`config.mk`:
```
export PLATFORM = sky130hd
export DESIGN_NAME = detector_anchor_decode
export DESIGN_NICKNAME = d
export VERILOG_FILES = /design/src/rtl/dad_pkg.sv /design/src/rtl/dad_argmax.sv /design/src/rtl/dad_box_map.sv /design/src/rtl/detector_anchor_decode.sv
export VERILOG_INCLUDE_DIRS = /design/src /design/src/rtl
export SDC_FILE = /design/constraint.sdc
export NUM_CORES = 2
export LEC_CHECK = 0
export CAP_MARGIN = 0
export CORE_MARGIN = 2
export CORE_UTILIZATION = 28
export CTS_CLUSTER_SIZE = 25
export DETAILED_ROUTE_END_ITERATION = 6
export DONT_BUFFER_PORTS = 1
export RECOVER_POWER = 50
export SYNTH_ARGS = -nofsm -noshare
export SYNTH_HDL_FRONTEND = slang
export SYNTH_SLANG_ARGS = --single-unit
```
`constraint.sdc`:
```
create_clock -name clk_i -period 9.8 [get_ports clk_i]
set_clock_uncertainty 0.15 [all_clocks]
set_input_delay 1.96 -clock clk_i [delete_from_list [all_inputs] [get_ports clk_i]]
set_output_delay 1.96 -clock clk_i [all_outputs]
set_load 0.005 [all_outputs]
```
`src/rtl/detector_anchor_decode_defines.svh`:
```
// Assertion helpers for the anchor decoder.
`ifndef DETECTOR_ANCHOR_DECODE_DEFINES_SVH
`define DETECTOR_ANCHOR_DECODE_DEFINES_SVH

// Same-cycle implication, disabled while in reset.
`define DAD_ASSERT_IMP(label, clk, rst_n, ante, cons) \
  label: assert property (@(posedge clk) disable iff (!rst_n) (ante) |-> (cons)) \
    else $error("%m: implication failed");

// Next-cycle implication, disabled while in reset.
`define DAD_ASSERT_NXT(label, clk, rst_n, ante, cons) \
  label: assert property (@(posedge clk) disable iff (!rst_n) (ante) |=> (cons)) \
    else $error("%m: next-cycle implication failed");

`endif

```
`src/rtl/dad_pkg.sv`:
```
package dad_pkg;

  localparam int unsigned CLASS_W = 10;
  localparam int unsigned SCORE_W = 16;
  localparam int unsigned COORD_W = 16;
  localparam int unsigned PIX_W   = 12;
  localparam int unsigned PAD_W   = 10;

  localparam logic REQ_HEADER = 1'b0;
  localparam logic REQ_SCORE  = 1'b1;

  typedef enum logic [2:0] {
    CFG_CONF_THRESHOLD = 3'd0,
    CFG_INV_SCALE      = 3'd1,
    CFG_PAD_LEFT       = 3'd2,
    CFG_PAD_TOP        = 3'd3,
    CFG_FRAME_WIDTH    = 3'd4,
    CFG_FRAME_HEIGHT   = 3'd5,
    CFG_USE_OBJECTNESS = 3'd6
  } dad_cfg_idx_e;

  typedef struct packed {
    logic                      req_type;
    logic signed [COORD_W-1:0] center_x;
    logic signed [COORD_W-1:0] center_y;
    logic signed [COORD_W-1:0] box_w;
    logic signed [COORD_W-1:0] box_h;
    logic [SCORE_W-1:0]        objectness;
    logic [SCORE_W-1:0]        class_score;
    logic                      last_score;
  } dad_req_t;

  typedef struct packed {
    logic [CLASS_W-1:0] class_index;
    logic [SCORE_W-1:0] confidence;
    logic [PIX_W-1:0]   left;
    logic [PIX_W-1:0]   top;
    logic [PIX_W-1:0]   width;
    logic [PIX_W-1:0]   height;
  } dad_res_t;

  typedef struct packed {
    logic [SCORE_W-1:0] conf_threshold;
    logic [15:0]        inv_scale;
    logic [PAD_W-1:0]   pad_left;
    logic [PAD_W-1:0]   pad_top;
    logic [PIX_W-1:0]   frame_width;
    logic [PIX_W-1:0]   frame_height;
    logic               use_objectness;
  } dad_cfg_t;

  // Finished anchor handed from the arg-max stage to the box math
  typedef struct packed {
    logic [CLASS_W-1:0]        class_index;
    logic [SCORE_W-1:0]        best_score;
    logic [SCORE_W-1:0]        objectness;
    logic signed [COORD_W-1:0] center_x;
    logic signed [COORD_W-1:0] center_y;
    logic signed [COORD_W-1:0] box_w;
    logic signed [COORD_W-1:0] box_h;
  } dad_anchor_t;

endpackage

```
`src/rtl/dad_argmax.sv`:
```
module dad_argmax #(
  parameter int unsigned MAX_CLASSES = 1024
) (
  input  logic                clk_i,
  input  logic                rst_ni,
  input  logic                adv_i,
  input  logic                req_valid_i,
  input  dad_pkg::dad_req_t   req_i,
  output logic                anchor_valid_o,
  output dad_pkg::dad_anchor_t anchor_o
);
  import dad_pkg::*;

  localparam int unsigned CW = $clog2(MAX_CLASSES);
  localparam logic [CW-1:0] CNT_LAST = CW'(MAX_CLASSES - 1);

  logic signed [COORD_W-1:0] cx_q, cx_d, cy_q, cy_d, w_q, w_d, h_q, h_d;
  logic [SCORE_W-1:0] obj_q, obj_d, bs_q, bs_d;
  logic [CW-1:0]      bc_q, bc_d, cnt_q, cnt_d;
  logic               full_q, full_d;
  logic               fire;
  logic               anchor_valid_q;
  dad_anchor_t        anchor_q, anchor_d;

  always_comb begin
    cx_d   = cx_q;
    cy_d   = cy_q;
    w_d    = w_q;
    h_d    = h_q;
    obj_d  = obj_q;
    bs_d   = bs_q;
    bc_d   = bc_q;
    cnt_d  = cnt_q;
    full_d = full_q;
    fire   = 1'b0;
    if (req_valid_i && (req_i.req_type == REQ_HEADER)) begin
      cx_d   = req_i.center_x;
      cy_d   = req_i.center_y;
      w_d    = req_i.box_w;
      h_d    = req_i.box_h;
      obj_d  = req_i.objectness;
      cnt_d  = '0;
      full_d = 1'b0;
    end else if (req_valid_i) begin
      if (!full_q) begin
        if ((cnt_q == '0) || (req_i.class_score > bs_q)) begin
          bs_d = req_i.class_score;
          bc_d = cnt_q;
        end
        if (cnt_q == CNT_LAST) begin
          full_d = 1'b1;
        end else begin
          cnt_d = cnt_q + CW'(1);
        end
      end
      if (req_i.last_score) begin
        cnt_d  = '0;
        full_d = 1'b0;
        fire   = 1'b1;
      end
    end
  end

  always_comb begin
    anchor_d.class_index = CLASS_W'(bc_d);
    anchor_d.best_score  = bs_d;
    anchor_d.objectness  = obj_q;
    anchor_d.center_x    = cx_q;
    anchor_d.center_y    = cy_q;
    anchor_d.box_w       = w_q;
    anchor_d.box_h       = h_q;
  end

  always_ff @(posedge clk_i or negedge rst_ni) begin
    if (!rst_ni) begin
      cx_q           <= '0;
      cy_q           <= '0;
      w_q            <= '0;
      h_q            <= '0;
      obj_q          <= '0;
      bs_q           <= '0;
      bc_q           <= '0;
      cnt_q          <= '0;
      full_q         <= 1'b0;
      anchor_valid_q <= 1'b0;
    end else begin
      cx_q   <= cx_d;
      cy_q   <= cy_d;
      w_q    <= w_d;
      h_q    <= h_d;
      obj_q  <= obj_d;
      bs_q   <= bs_d;
      bc_q   <= bc_d;
      cnt_q  <= cnt_d;
      full_q <= full_d;
      if (adv_i) begin
        anchor_valid_q <= fire;
      end
    end
  end

  always_ff @(posedge clk_i) begin
    if (adv_i && fire) begin
      anchor_q <= anchor_d;
    end
  end

  assign anchor_valid_o = anchor_valid_q;
  assign anchor_o       = anchor_q;

endmodule

```
`src/rtl/dad_box_map.sv`:
```
module dad_box_map (
  input  logic                 clk_i,
  input  logic                 rst_ni,
  input  logic                 adv_i,
  input  dad_pkg::dad_cfg_t    cfg_i,
  input  logic                 anchor_valid_i,
  input  dad_pkg::dad_anchor_t anchor_i,
  output logic                 res_valid_o,
  output dad_pkg::dad_res_t    res_o
);
  import dad_pkg::*;

  // (twice_pos - pad*32) * inv_scale, Q.17
  function automatic logic signed [35:0] edge_prod(
    input logic signed [17:0] twice_pos,
    input logic [PAD_W-1:0]   pad,
    input logic [15:0]        scale
  );
    logic signed [18:0] diff;
    logic signed [16:0] sc;
    diff = 19'(twice_pos) - $signed({4'b0, pad, 5'b0});
    sc   = $signed({1'b0, scale});
    return 36'(diff * sc);
  endfunction

  // clamp to [0, limit << 17], round half up
  function automatic logic [PIX_W-1:0] edge_round(
    input logic signed [35:0] v,
    input logic [PIX_W-1:0]   limit
  );
    logic [28:0] hi;
    logic [28:0] cl;
    logic [29:0] sum;
    hi = {limit, 17'b0};
    if (v < 0) begin
      cl = '0;
    end else if (v > $signed({7'b0, hi})) begin
      cl = hi;
    end else begin
      cl = v[28:0];
    end
    sum = {1'b0, cl} + 30'd65536;
    return sum[28:17];
  endfunction

  logic signed [17:0] tl, tr, tt, tb;
  logic signed [35:0] pl_q, pr_q, pt_q, pb_q;
  logic [31:0]        cprod_q;
  logic [SCORE_W-1:0] best_q;
  logic [CLASS_W-1:0] cls_q;
  logic               p2_valid_q;

  logic [32:0]        cround;
  logic [SCORE_W-1:0] conf;
  logic [PIX_W-1:0]   l, r, t, b;

  always_comb begin
    tl = {anchor_i.center_x[15], anchor_i.center_x, 1'b0} - 18'(anchor_i.box_w);
    tr = {anchor_i.center_x[15], anchor_i.center_x, 1'b0} + 18'(anchor_i.box_w);
    tt = {anchor_i.center_y[15], anchor_i.center_y, 1'b0} - 18'(anchor_i.box_h);
    tb = {anchor_i.center_y[15], anchor_i.center_y, 1'b0} + 18'(anchor_i.box_h);
  end

  always_ff @(posedge clk_i or negedge rst_ni) begin
    if (!rst_ni) begin
      p2_valid_q <= 1'b0;
    end else if (adv_i) begin
      p2_valid_q <= anchor_valid_i;
    end
  end

  always_ff @(posedge clk_i) begin
    if (adv_i && anchor_valid_i) begin
      pl_q    <= edge_prod(tl, cfg_i.pad_left, cfg_i.inv_scale);
      pr_q    <= edge_prod(tr, cfg_i.pad_left, cfg_i.inv_scale);
      pt_q    <= edge_prod(tt, cfg_i.pad_top, cfg_i.inv_scale);
      pb_q    <= edge_prod(tb, cfg_i.pad_top, cfg_i.inv_scale);
      cprod_q <= anchor_i.objectness * anchor_i.best_score;
      best_q  <= anchor_i.best_score;
      cls_q   <= anchor_i.class_index;
    end
  end

  always_comb begin
    cround = {1'b0, cprod_q} + 33'd32768;
    conf   = cfg_i.use_objectness ? cround[31:16] : best_q;
    l      = edge_round(pl_q, cfg_i.frame_width);
    r      = edge_round(pr_q, cfg_i.frame_width);
    t      = edge_round(pt_q, cfg_i.frame_height);
    b      = edge_round(pb_q, cfg_i.frame_height);
    res_o.class_index = cls_q;
    res_o.confidence  = conf;
    res_o.left        = l;
    res_o.top         = t;
    res_o.width       = (r > l) ? (r - l) : '0;
    res_o.height      = (b > t) ? (b - t) : '0;
    res_valid_o       = p2_valid_q && (conf > cfg_i.conf_threshold);
  end

endmodule

```
`src/rtl/detector_anchor_decode.sv`:
```
// A finished box passes the arg-max anchor, box-map product and output registers in turn.
// Throughput: one request per cycle while in_stall_o is low; header and score requests alike.
// The output register is backed by one skid entry; input stalls only while that entry is full.
// Reset (async, active low) clears the arg-max state, box and pipeline valids, and loads
// the configuration defaults; no clearing pass is needed.
`include "detector_anchor_decode_defines.svh"

module detector_anchor_decode #(
  parameter int unsigned MAX_CLASSES = 1024
) (
  input  logic              clk_i,
  input  logic              rst_ni,
  input  logic              in_valid_i,
  output logic              in_stall_o,
  input  dad_pkg::dad_req_t in_req_i,
  output logic              out_valid_o,
  input  logic              out_stall_i,
  output dad_pkg::dad_res_t out_res_o,
  input  logic              cfg_valid_i,
  output logic              cfg_ready_o,
  input  logic [2:0]        cfg_index_i,
  input  logic [15:0]       cfg_data_i
);
  import dad_pkg::*;

  dad_cfg_t    cfg_q;
  logic        adv;
  logic        in_acc;
  logic        anchor_valid;
  dad_anchor_t anchor;
  logic        res_valid;
  dad_res_t    res;

  logic     out_valid_q, skid_valid_q;
  dad_res_t out_q, skid_q;
  logic     out_take, out_free;

  always_ff @(posedge clk_i or negedge rst_ni) begin
    if (!rst_ni) begin
      cfg_q.conf_threshold <= 16'd16384;
      cfg_q.inv_scale      <= 16'd4096;
      cfg_q.pad_left       <= '0;
      cfg_q.pad_top        <= '0;
      cfg_q.frame_width    <= 12'd640;
      cfg_q.frame_height   <= 12'd640;
      cfg_q.use_objectness <= 1'b0;
    end else if (cfg_valid_i) begin
      unique case (dad_cfg_idx_e'(cfg_index_i))
        CFG_CONF_THRESHOLD: cfg_q.conf_threshold <= cfg_data_i;
        CFG_INV_SCALE:      cfg_q.inv_scale      <= cfg_data_i;
        CFG_PAD_LEFT:       cfg_q.pad_left       <= cfg_data_i[PAD_W-1:0];
        CFG_PAD_TOP:        cfg_q.pad_top        <= cfg_data_i[PAD_W-1:0];
        CFG_FRAME_WIDTH:    cfg_q.frame_width    <= cfg_data_i[PIX_W-1:0];
        CFG_FRAME_HEIGHT:   cfg_q.frame_height   <= cfg_data_i[PIX_W-1:0];
        CFG_USE_OBJECTNESS: cfg_q.use_objectness <= cfg_data_i[0];
        default: ;
      endcase
    end
  end

  assign cfg_ready_o = 1'b1;

  assign adv        = !skid_valid_q;
  assign in_stall_o = skid_valid_q;
  assign in_acc     = in_valid_i && !in_stall_o;

  dad_argmax #(
    .MAX_CLASSES(MAX_CLASSES)
  ) u_argmax (
    .clk_i          (clk_i),
    .rst_ni         (rst_ni),
    .adv_i          (adv),
    .req_valid_i    (in_acc),
    .req_i          (in_req_i),
    .anchor_valid_o (anchor_valid),
    .anchor_o       (anchor)
  );

  dad_box_map u_box_map (
    .clk_i          (clk_i),
    .rst_ni         (rst_ni),
    .adv_i          (adv),
    .cfg_i          (cfg_q),
    .anchor_valid_i (anchor_valid),
    .anchor_i       (anchor),
    .res_valid_o    (res_valid),
    .res_o          (res)
  );

  assign out_take = out_valid_q && !out_stall_i;
  assign out_free = !out_valid_q || !out_stall_i;

  always_ff @(posedge clk_i or negedge rst_ni) begin
    if (!rst_ni) begin
      out_valid_q  <= 1'b0;
      skid_valid_q <= 1'b0;
    end else begin
      priority if (skid_valid_q) begin
        if (out_take) begin
          skid_valid_q <= 1'b0;
        end
      end else if (res_valid) begin
        if (out_free) begin
          out_valid_q <= 1'b1;
        end else begin
          skid_valid_q <= 1'b1;
        end
      end else if (out_take) begin
        out_valid_q <= 1'b0;
      end
    end
  end

  always_ff @(posedge clk_i) begin
    priority if (skid_valid_q) begin
      if (out_take) begin
        out_q <= skid_q;
      end
    end else if (res_valid) begin
      if (out_free) begin
        out_q <= res;
      end else begin
        skid_q <= res;
      end
    end
  end

  assign out_valid_o = out_valid_q;
  assign out_res_o   = out_q;

  `DAD_ASSERT_IMP(a_skid_backs_out, clk_i, rst_ni, skid_valid_q, out_valid_q)
  `DAD_ASSERT_IMP(a_skid_fill_on_stall, clk_i, rst_ni, $rose(skid_valid_q), $past(out_valid_q && out_stall_i))
  `DAD_ASSERT_NXT(a_skid_drains, clk_i, rst_ni, skid_valid_q && !out_stall_i, !skid_valid_q && out_valid_q)

endmodule

```
==> results.cfg <==
[critical_path]
critPathMaxStageDelay_ns = 0.63
end_kind = flop
cp_max_fo = 6
crit_type = reg2reg
critPathMostFrequentCell = fa_1
worstPathRequired_ns = 10.10
cp-start-kind = flop
cp.arrival_ns = 9.71
reg2reg_slack_ns = 0.39
cp_slowest_cell = fa_1

[final_layout]
final_common_cell = inv_1
finalNetCount = 10900
final_cell_mix = inv_1 (1,990), fa_1 (1,443), nand2_1 (1,041)
drive_gt1_share_pct = 6.97
syn_to_final_growth_pct = 10.2

[logic_synthesis]
yosys.area_share.simple_pct = 13.0
synth_edf_count = 441
synth_top_family_by_area = adder cells
syn_area_sq_mm = 0.0857
syn_area_per_cell_sq_um = 9.86
yosysSeqAreaShare_pct = 21.2
synth_compound_area_share_pct = 5.76
synthMuxAreaShare_pct = 2.86
synthAdderAreaFrac_pct = 43.6
yosys.area.top_type_share_pct = 33.7
synth_top_area_cell = fa_1
synth.ff_latch_count = 639
syn-num-nets = 10900
ys_types = 91
yosys_warnings = 0
async_reset_ff_share_pct = 31.0
synthFlopType = edfxtp_1
netlist_top_cells_area = fa_1 (34%), edfxtp_1 (15%), ha_1 (9.7%)
synth_xor_xnor_area_share_pct = 3.27
synth_cells = 8690

[routing]
routed_wl_um = 230000
drt_iter0_markers = 3586
drt_pass1_iterations = 5
drc = 0
viasPerCell = 4.53
wl_per_cell_um = 17.9
drtAntennaViolNets = 0
dr_total_vias = 58400

[timing]
tns_ns = 0
final-setup-viol-count = 0
finalHoldViolCount = 0
post-route-period-util_pct = 96.0
worst_slew_pin_slew_ns = 3.85
setup_slack_ns = 0.392
fmax_mhz = 106
slew_headroom_pct = -157
rsz0062_at_grt = yes
finalMaxSlewViolations = 361
hold_slack_ns = 0.263
min_period_ns = 9.41

[place]
port_buffers = 0
gp_congestion = 0.852
dp_hpwl_um = 178000
pre_cts_slack_ns = 0.112

[clocking]
clkTransAtPathRegs_ns = 0.06
cts_buffer_depth = 3
clkSinkCount = 639
clockRootBuffer = clkbuf_16
numCtsBuffers = 82
hold_buffers = 0
cts_tree = yes
clock_latency_ns = 0.74
htreeDepth = 3

[floorplanning]
ios = 199
die_area_sq_mm = 0.310
num_rows = 203
die_h_um = 557
die_w_um = 557
initial_core_util_pct = 28.1
coreArea_sq_mm = 0.305

[grt]
overflow = 0
antenna_found_initial = 59
grt_use_total_pct = 15.1
grt_pass1_vias = 60800
grt_max_degree = 199
grt_pass1_wl_um = 361000

[outcome]
status = finished, violations left
violations = max-capacitance violations, max-slew violations

[hold_path]
hp-class = reg2reg

[job]
maxCapViolCount = 7
## state kept, by name, indices dropped and copies added (netlist names)
| register | cells |
|---|---|
| u_argmax.full_q | 1 |
| u_argmax.anchor_valid_o | 1 |
| u_box_map.cls_q | 10 |
| u_argmax.cnt_q | 10 |
| u_box_map.pt_q | 36 |
| u_box_map.best_q | 16 |
| u_argmax.w_q | 16 |
| u_argmax.cy_q | 16 |
| skid_q | 74 |
| in_stall_o | 1 |
| u_argmax.obj_q | 16 |
| u_box_map.p2_valid_q | 1 |
| u_box_map.cprod_q | 17 |
| cfg_q | 77 |
| u_argmax.anchor_o | 106 |
| out_valid_o | 1 |
| u_argmax.cx_q | 16 |
| out_res_o | 74 |
| u_argmax.bc_q | 10 |
| u_box_map.pb_q | 36 |
| u_argmax.bs_q | 16 |
| u_argmax.h_q | 16 |
| u_box_map.pl_q | 36 |
| u_box_map.pr_q | 36 |
## cells by family after synthesis
kind of cell	count (synthesis)
mux	220
fa+ha+maj	2125
flops	639
buf+inv	2315
simple gates	2296
other cells	1
xor+xnor	319
compound gates	775
## cells in the mapped netlist (32+ instances only)
cell,count
inv_1,1990
fa_1,1444
nand2_1,1042
ha_1,665
and2_1,602
edfxtp_1,441
clkbuf_1,313
a21oi_1,232
xnor2_1,220
nor2_1,208
mux2_2,196
dfrtp_1,192
o21ai_0,163
a21o_1,104
xor2_1,98
nand3_1,88
nor2b_1,69
nor3_1,53
and3_1,51
nand4_1,48
nand2b_1,41
o21a_1,33
o31ai_1,32
## cell type report
class	count	area (sq um)
Clock buffer	98	2150
Tap cell	4100	5130
Multi-Input combinational cell	5736	59100
Inverter	1991	7470
Sequential cell	639	18200
Fill cell	31500	211000
Timing Repair Buffer	199	1510
Clock inverter	56	668
Antenna cell	56	140
## path summary, 6_finish.rpt
| path | from | end | depth (start not counted) |
|---|---|---|---|
| max in group asynchronous | rst_ni | cfg_q[15]$_DFFE_PN0P_ | 0 |
| setup reg to reg | cfg_q[27]$_DFFE_PN0P_ | u_box_map.pt_q[35]$_DFFE_PP_ | 32 |
| min in group asynchronous | rst_ni | u_argmax.obj_q[6]$_DFFE_PN0P_ | 0 |
| hold / removal | u_argmax.anchor_o[103]$_DFFE_PP_ | u_box_map.cls_q[7]$_DFFE_PP_ | 0 |
| hold reg to reg | u_argmax.anchor_o[103]$_DFFE_PP_ | u_box_map.cls_q[7]$_DFFE_PP_ | 0 |
| setup / recovery | cfg_q[27]$_DFFE_PN0P_ | u_box_map.pt_q[35]$_DFFE_PP_ | 32 |
## what timing repair did
item | CTS | global route
resized for setup | 0 | 42
hold endpoints to repair | 0 | 0
setup endpoints to repair | 0 | 26
setup buffers | 0 | 10
## per-stage QoR
step                      instance area (sq um)  instances  utilization, %
final                                     94400      12900            30.9
after global routing                      94400      12900            30.9
after CTS                                 94100      12800            30.8
after detailed placement                  91200      12700            29.9
after global placement                    91200      12700            29.9
after floorplan                           85700       8690               -
## worst max-delay path, delay by kind of cell (launching register included)
family / cells / cell delay (ns)
AOI/OAI and AO/OA: 11 / 2.43
xor gates and xnor gates: 2 / 0.15
adders and majority gates: 9 / 4.24
buffers and inverters: 5 / 0.35
DFF: 1 / 0.43
and+or+nand+nor: 5 / 1.36
## layer usage
metal,part of all wire [%],global-route usage (%),vias to the layer above
met2,47,24.5,1444
met5,0.11,0,-
met1,44,20.4,29900
li1,-,-,26700
met4,2.3,4.24,38
met3,6.4,2.81,295
Power is left out: the tool's default activity adds up to more than one toggle a clock period on the data nets, which glitch-free logic cannot reach.
